[config.mk]
export PLATFORM = sky130hd
export DESIGN_NAME = pmad_ctrl
export DESIGN_NICKNAME = d
export VERILOG_FILES = /design/src/rtl/pmad_pkg.sv /design/src/rtl/pmad_ctrl.sv
export SDC_FILE = /design/constraint.sdc
export NUM_CORES = 1
export LEC_CHECK = 0
export BUFFER_PORTS_ARGS = -buffer_cell sky130_fd_sc_hd__clkbuf_2
export CORE_AREA = 8 8 45 47
export CTS_BUF_LIST = sky130_fd_sc_hd__clkbuf_4 sky130_fd_sc_hd__clkbuf_8
export DETAILED_ROUTE_END_ITERATION = 10
export DIE_AREA = 0 0 53 55
export SLEW_MARGIN = 15
export SYNTH_ARGS = -nofsm -noshare
export SYNTH_HDL_FRONTEND = slang
export SYNTH_SLANG_ARGS = --single-unit
[constraint.sdc]
create_clock -name clk -period 1.75 [get_ports clk]
set_clock_uncertainty 0.15 [all_clocks]
set_input_delay 0.35 -clock clk [delete_from_list [all_inputs] [get_ports clk]]
set_output_delay 0.35 -clock clk [all_outputs]
set_load 0.005 [all_outputs]
[src/rtl/pmad_pkg.sv]
// ----------------------------------------------------------------------------
// pmad_pkg
// Shared constants, codes and types of the page map address decoder.
// ----------------------------------------------------------------------------
package pmad_pkg;

	// table geometry
	localparam int PAGE_ENTRIES  = 256;
	localparam int HANDLER_SLOTS = 32;
	localparam int PAGE_AW       = $clog2(PAGE_ENTRIES);
	localparam int PAGE_SHIFT    = 24;
	localparam logic [31:0] PAGE_STEP = 32'h0100_0000;

	// command codes
	localparam logic [1:0] CMD_ACCESS     = 2'd0;
	localparam logic [1:0] CMD_MAP_HANDLR = 2'd1;
	localparam logic [1:0] CMD_MAP_BLOCK  = 2'd2;
	localparam logic [1:0] CMD_MIRROR     = 2'd3;

	// status codes
	localparam logic [1:0] ST_OK        = 2'd0;
	localparam logic [1:0] ST_BAD_RANGE = 2'd1;
	localparam logic [1:0] ST_BAD_MASK  = 2'd2;
	localparam logic [1:0] ST_BAD_BASE  = 2'd3;

	// access width codes
	localparam logic [1:0] SZ_BYTE   = 2'd0;
	localparam logic [1:0] SZ_HALF   = 2'd1;
	localparam logic [1:0] SZ_WORD   = 2'd2;
	localparam logic [1:0] SZ_DOUBLE = 2'd3;

	// route codes
	localparam logic ROUTE_HANDLER = 1'b0;
	localparam logic ROUTE_DIRECT  = 1'b1;

	// configuration register indexes
	localparam int CFG_IW = 1;
	localparam logic [CFG_IW-1:0] CFG_BIG_ENDIAN = 1'd0;
	localparam logic [CFG_IW-1:0] CFG_SPLIT_64   = 1'd1;

	// what the output register loads
	localparam logic [1:0] EMIT_NONE   = 2'd0;
	localparam logic [1:0] EMIT_BEAT0  = 2'd1;
	localparam logic [1:0] EMIT_BEAT1  = 2'd2;
	localparam logic [1:0] EMIT_STATUS = 2'd3;

	// one page table entry
	typedef struct packed {
		logic        blk;
		logic [31:0] base;
		logic [4:0]  shift;
		logic [4:0]  hnd;
	} pmad_entry_t;

	// controller to datapath
	typedef struct packed {
		logic       accept;
		logic       rd_port;
		logic       check;
		logic       fill_wr;
		logic       mir_wr;
		logic       step;
		logic [1:0] emit;
	} pmad_cmd_t;

	// datapath to controller
	typedef struct packed {
		logic [1:0] command;
		logic       error;
		logic       fill_end;
		logic       mir_end;
		logic       two_beats;
	} pmad_stat_t;

endpackage

[src/rtl/pmad_ctrl.sv]
// ----------------------------------------------------------------------------
// pmad_ctrl
// Sequencer for accesses, range fills and mirror copies.
// ----------------------------------------------------------------------------
module pmad_ctrl (
	input  logic                clk,
	input  logic                arst_n,
	input  logic                start,
	input  logic [1:0]          command,
	input  pmad_pkg::pmad_stat_t stat,
	output pmad_pkg::pmad_cmd_t  cmd,
	output logic                busy
);

	localparam logic [2:0] S_IDLE   = 3'd0;
	localparam logic [2:0] S_LOOKUP = 3'd1;
	localparam logic [2:0] S_BEAT1  = 3'd2;
	localparam logic [2:0] S_CHECK  = 3'd3;
	localparam logic [2:0] S_FILL   = 3'd4;
	localparam logic [2:0] S_MIR_RD = 3'd5;
	localparam logic [2:0] S_MIR_WR = 3'd6;
	localparam logic [2:0] S_REPORT = 3'd7;

	logic [2:0] state_q;
	logic [2:0] state_d;

	// next state and commands
	always_comb begin
		state_d = state_q;
		cmd     = '0;
		cmd.emit = pmad_pkg::EMIT_NONE;
		unique case (state_q)
			S_IDLE: begin
				cmd.rd_port = 1'b1;
				if (start) begin
					cmd.accept = 1'b1;
					state_d = (command == pmad_pkg::CMD_ACCESS) ? S_LOOKUP : S_CHECK;
				end
			end
			S_LOOKUP: begin
				cmd.emit = pmad_pkg::EMIT_BEAT0;
				state_d  = stat.two_beats ? S_BEAT1 : S_IDLE;
			end
			S_BEAT1: begin
				cmd.emit = pmad_pkg::EMIT_BEAT1;
				state_d  = S_IDLE;
			end
			S_CHECK: begin
				cmd.check = 1'b1;
				if (stat.error) begin
					state_d = S_REPORT;
				end else if (stat.command == pmad_pkg::CMD_MIRROR) begin
					state_d = S_MIR_RD;
				end else begin
					state_d = S_FILL;
				end
			end
			S_FILL: begin
				cmd.fill_wr = 1'b1;
				cmd.step    = 1'b1;
				state_d     = stat.fill_end ? S_REPORT : S_FILL;
			end
			S_MIR_RD: begin
				state_d = S_MIR_WR;
			end
			S_MIR_WR: begin
				cmd.mir_wr = 1'b1;
				cmd.step   = 1'b1;
				state_d    = stat.mir_end ? S_REPORT : S_MIR_RD;
			end
			S_REPORT: begin
				cmd.emit = pmad_pkg::EMIT_STATUS;
				state_d  = S_IDLE;
			end
			default: begin
				state_d = S_IDLE;
			end
		endcase
	end

	// state register
	always_ff @(posedge clk or negedge arst_n) begin
		if (!arst_n) begin
			state_q <= S_IDLE;
		end else begin
			state_q <= state_d;
		end
	end

	assign busy = (state_q != S_IDLE);

endmodule

# ---- Yosys cells after proc, flatten, opt, wreduce, memory -nomap -nowiden
# Cells that the tools add are included.
dict set report op_classes {
  n_eq_ne 9
  n_mux 15
  n_reduce_logical 5
}
# op n
set ops {}
lappend ops {{one-hot mux 3 bit (7 select lines)} 1}
lappend ops {{== test 3 bit, second input constant} 4}
lappend ops {{two-way mux 2 bit} 5}
lappend ops {{== test 3 x 2 -> 1 bit, second input constant} 2}
lappend ops {{two-way mux 1 bit} 6}
lappend ops {{two-way mux 3 bit} 2}
lappend ops {{one-hot mux 2 bit (3 select lines)} 1}
lappend ops {{OR reduction 2 bit} 2}
lappend ops {{== test 3 x 1 -> 1 bit, second input constant} 1}
lappend ops {{zero test 3 bit} 1}
lappend ops {{nonzero test 3 bit} 1}
lappend ops {{== test 2 bit, second input constant} 1}
lappend ops {{zero test 2 bit} 1}
lappend ops {{!= test 2 bit, second input constant} 1}
dict set report totals {
  ff_bits 3
  in_bits 11
  out_inout_bits 9
  wordCells 30
}

# ---- Logic depth before layout (Yosys ltp)
dict set report logic_depth {
  depth_word 4
  depth_mapped 5
  ltp_nobuf 4
}

# ---- Worst setup path after synthesis
# Ideal clock, no wire load.
dict set report synth_path {
  path_type {register to output}
  start {register state_q[1]}
  end {output cmd[7] (netlist bit)}
  arrival_time_ps 1000
  required_ps 1250
  setup_slack_ps 250
  path_stages_with_launch 5
  n_path_buf 1
  path_cell_list {dfrtp_1 > buf_6 > or2_4 > nor2_4 > and2_1}
}
# item line_no
set synth_rtl {}
lappend synth_rtl {{start: declaration} pmad_ctrl.sv:24} ;# logic [2:0] state_q;
lappend synth_rtl {{start signal: assignment} pmad_ctrl.sv:86} ;# state_q <= state_d;
lappend synth_rtl {{end: declaration} pmad_ctrl.sv:11} ;# output pmad_pkg::pmad_cmd_t cmd,

==> insert_results.sql <==
INSERT INTO impl_metrics (metric_group, metric, value, unit) VALUES
('routing', 'post_route_drc_violation_count', '0', ''),
('floorplan', 'initial_utilization', '0.200', ''),
('cells_and_area', 'antenna_cells', '0', ''),
('routing', 'routed_via_density', '4.21', ''),
('cells_and_area', 'stdcell_count', '75', ''),
('cts', 'tritoncts.num_buffers', '3', ''),
('cells_and_area', 'largest_register_ffs', '3', ''),
('routing', 'drt_pre_antenna_iters', '4', ''),
('cts', 'tritoncts', 'yes', ''),
('floorplan', 'placeableCoreArea', '1380', 'µm²'),
('synth', 'fraction_of_the_mapped_netlist_area_in_compound_gates', '0.271', ''),
('floorplan', 'die_width', '53', 'µm'),
('hold_path', 'worst_hold_check_path_type', 'input pin to flop', ''),
('synth', 'yosysWarningCount', '0', ''),
('timing', 'timing.setup.tns', '0', 'ps'),
('synth', 'cells_taking_the_most_area_after_synthesis', 'sky130_fd_sc_hd__dfrtp_1 27%, sky130_fd_sc_hd__a221oi_2 5.4%, sky130_fd_sc_hd__nor2_1 5.4%, sky130_fd_sc_hd__nand2b_4 5.0%, sky130_fd_sc_hd__a21boi_2 4.1%', ''),
('floorplan', 'fp-row-count', '14', ''),
('critical_path', 'path_class', 'flop to output pin', ''),
('cells_and_area', 'largest_register', 'state_q', ''),
('cells_and_area', 'top_regs', 'state_q: 3 flops', ''),
('timing', 'rsz_0062_raised_after_global_routing', 'yes', ''),
('timing', 'period_minus_slack', '1730', 'ps'),
('placed_design', 'io_buffers', '19', ''),
('critical_path', 'critical_path_arrival', '1230', 'ps'),
('critical_path', 'cp-start-kind', 'flop', ''),
('routing', 'wl_per_cell', '11.3', 'µm'),
('floorplan', 'pin_count', '20', ''),
('synth', 'post-synth-top-count-cell', 'sky130_fd_sc_hd__nor2_1', ''),
('synth', 'synth.top_cell.area_share', '0.271', ''),
('synth', 'syn_inst', '31', ''),
('timing', 'timing.max_slew.rel_slack', '0.808', ''),
('cts', 'clock-root-buffer', 'sky130_fd_sc_hd__clkbuf_4', ''),
('cts', 'clock_sink_count', '3', ''),
('synth', 'asyncSetResetFlopFracSynth', '1.00', ''),
('synth', 'synth_cell_types', '25', ''),
('global_routing', 'grt.met1_usage', '0.0564', ''),
('timing', 'hold_violations', '0', ''),
('power', 'max-vdd-ir-drop', '0.000628', 'V'),
('routing', 'vias_after_detailed_routing', '316', ''),
('placed_design', 'routabilityCongestion', '0.746', ''),
('synth', 'synth.cells.most_frequent', '4 x sky130_fd_sc_hd__nor2_1, 3 x sky130_fd_sc_hd__dfrtp_1, 2 x sky130_fd_sc_hd__nand2_1', ''),
('critical_path', 'timing.critical_path.cells', 'or2_4, nor2_4, and2_4, buf_6', ''),
('power', 'leakage', '0.247', 'nW'),
('synth', 'synth.ff_latch_count', '3', ''),
('routing', 'postRouteWirelength', '849', 'µm'),
('synth', 'synth_area_leader_cell', 'sky130_fd_sc_hd__dfrtp_1', ''),
('synth', 'synthXorXnorAreaFrac', '0.0317', ''),
('outcome', 'run_status', 'complete, no violations', ''),
('timing', 'fin_hold_ws', '276', 'ps'),
('cells_and_area', 'final_layout_size_suffix_gt1_frac', '0.712', ''),
('power', 'clock_network_power_share', '0.161', ''),
('cts', 'clock_tree.htree_level_count', '1', ''),
('cells_and_area', 'layout-area-overhead-vs-synth', '72.4', '%'),
('cells_and_area', 'finalNetCount', '71', ''),
('global_routing', 'grtUsageMet2', '0.0898', ''),
('power', 'p_comb_frac', '0.658', ''),
('cts', 'clk_latency', '240', 'ps'),
('power', 'pwr_density_cell', '1880', 'nW/µm²'),
('global_routing', 'grtUsageTotal', '0.0640', ''),
('synth', 'avg_synthesized_cell_area', '8.92', 'µm²'),
('critical_path', 'critPathMaxFanout', '4', ''),
('timing', 'fmaxAchievable', '578', 'MHz'),
('synth', 'synth_sequential_area_ratio', '0.271', ''),
('synth', 'combinational_family_with_the_most_area_after_synthesis', 'simple AND/OR/NAND/NOR gates', ''),
('synth', 'synth_mux_area_frac', '0', ''),
('global_routing', 'global_route.usage.met3', '0.0428', ''),
('synth', 'synthSimpleGateAreaFrac', '0.330', ''),
('critical_path', 'r2r_slack', '340', 'ps'),
('critical_path', 'worst_path_max_delay_cell', 'sky130_fd_sc_hd__dfrtp_2', ''),
('cells_and_area', 'nFillCells', '156', ''),
('cts', 'clk_path_buf_depth', '2', '');
## what timing repair did
item	4_1_cts	5_1_grt
endpoints found under the setup margin	2	2
setup buffers	4	0
pin swaps	1	1
hold buffers	1	0
endpoints found under the hold margin	3	0
gates resized for setup	1	4
## stage by stage
stage                     utilization  area [µm²]  setup WS (ps)
after floorplan                     -         277            250
after global placement          0.280         388            193
after detailed placement        0.280         388            162
after CTS                       0.332         459          -21.4
after global routing            0.344         477          -37.4
final                           0.344         477           19.3
## worst paths after layout
path	startpoint	cells after the start	end
min in group asynchronous	arst_n	2	state_q[0]$_DFFE_PN0P_
worst min-delay path	start	3	state_q[1]$_DFFE_PN0P_
worst max-delay path	state_q[2]$_DFFE_PN0P_	4	cmd[7]
max in group asynchronous	arst_n	2	state_q[2]$_DFFE_PN0P_
worst min register to register	state_q[0]$_DFFE_PN0P_	1	state_q[0]$_DFFE_PN0P_
worst max register to register	state_q[2]$_DFFE_PN0P_	5	state_q[1]$_DFFE_PN0P_
## power groups by stage
stage	Combinational [mW]	Clock, mW	Sequential, mW
floorplan	0.363	0	0.136
global placement	0.481	0	0.166
detailed placement	0.480	0	0.168
CTS	0.570	0.149	0.152
global route	0.655	0.150	0.168
finish	0.590	0.144	0.162
## logic make-up (layout without fill, tap and decap cells)
logic type	count (synthesis)	count (layout)
AOI/OAI and AO/OA	9	9
xor gates and xnor gates	1	1
buffers and inverters	4	32
DFF	3	3
and+or+nand+nor	14	14
## layout make-up
cell class                 instances  share of cell area
multi-input combinational         24               0.388
timing repair buffer              26               0.328
clock buffer                       4              0.0630
sequential                         3               0.163
tap                               16              0.0420
inverter                           2              0.0157
## worst max-delay path: cells and delay by family (launching register included)
family / cells / cell delay, ps
simple gates: 3 / 510
flops: 1 / 400
buf+inv: 1 / 80
## cells in the final DEF, fill, tap and decap left out
| cell type | netlist | final |
|---|---|---|
| sky130_fd_sc_hd__xnor2_1 | 1 | 1 |
| sky130_fd_sc_hd__nor2_1 | 4 | 4 |
| sky130_fd_sc_hd__nand2_1 | 2 | 2 |
| sky130_fd_sc_hd__o2bb2ai_1 | 1 | 1 |
| sky130_fd_sc_hd__nand2b_4 | 1 | 2 |
| sky130_fd_sc_hd__o21ai_1 | 1 | 1 |
| sky130_fd_sc_hd__or2_4 | 1 | 1 |
| sky130_fd_sc_hd__inv_2 | 1 | 1 |
| sky130_fd_sc_hd__a21oi_1 | 1 | 1 |
| sky130_fd_sc_hd__dfrtp_1 | 3 | 1 |
| sky130_fd_sc_hd__and3b_2 | 1 | 1 |
| sky130_fd_sc_hd__dlygate4sd3_1 | 0 | 1 |
| sky130_fd_sc_hd__and3_1 | 1 | 1 |
| sky130_fd_sc_hd__and2_4 | 0 | 1 |
| sky130_fd_sc_hd__o21ai_0 | 1 | 1 |
| sky130_fd_sc_hd__a221oi_2 | 1 | 1 |
| sky130_fd_sc_hd__clkbuf_2 | 0 | 18 |
| sky130_fd_sc_hd__a21boi_2 | 1 | 1 |
| sky130_fd_sc_hd__a21oi_2 | 1 | 1 |
| sky130_fd_sc_hd__dfrtp_2 | 0 | 2 |
| sky130_fd_sc_hd__o32ai_1 | 1 | 1 |
| sky130_fd_sc_hd__buf_4 | 1 | 6 |
| sky130_fd_sc_hd__nor2_4 | 1 | 1 |
| sky130_fd_sc_hd__clkbuf_4 | 0 | 4 |
| sky130_fd_sc_hd__or2_2 | 1 | 1 |
| sky130_fd_sc_hd__a22oi_1 | 1 | 1 |
| sky130_fd_sc_hd__buf_6 | 1 | 1 |
| sky130_fd_sc_hd__inv_1 | 1 | 1 |
## metal layers
| metal | routed length, µm | vias up |
|---|---|---|
| met4 | 23 | 0 |
| met1 | 336 | 139 |
| met2 | 403 | 13 |
| met5 | 0 | - |
| met3 | 85 | 2 |
| li1 | - | 162 |
Power figures use the tool's default switching activity.
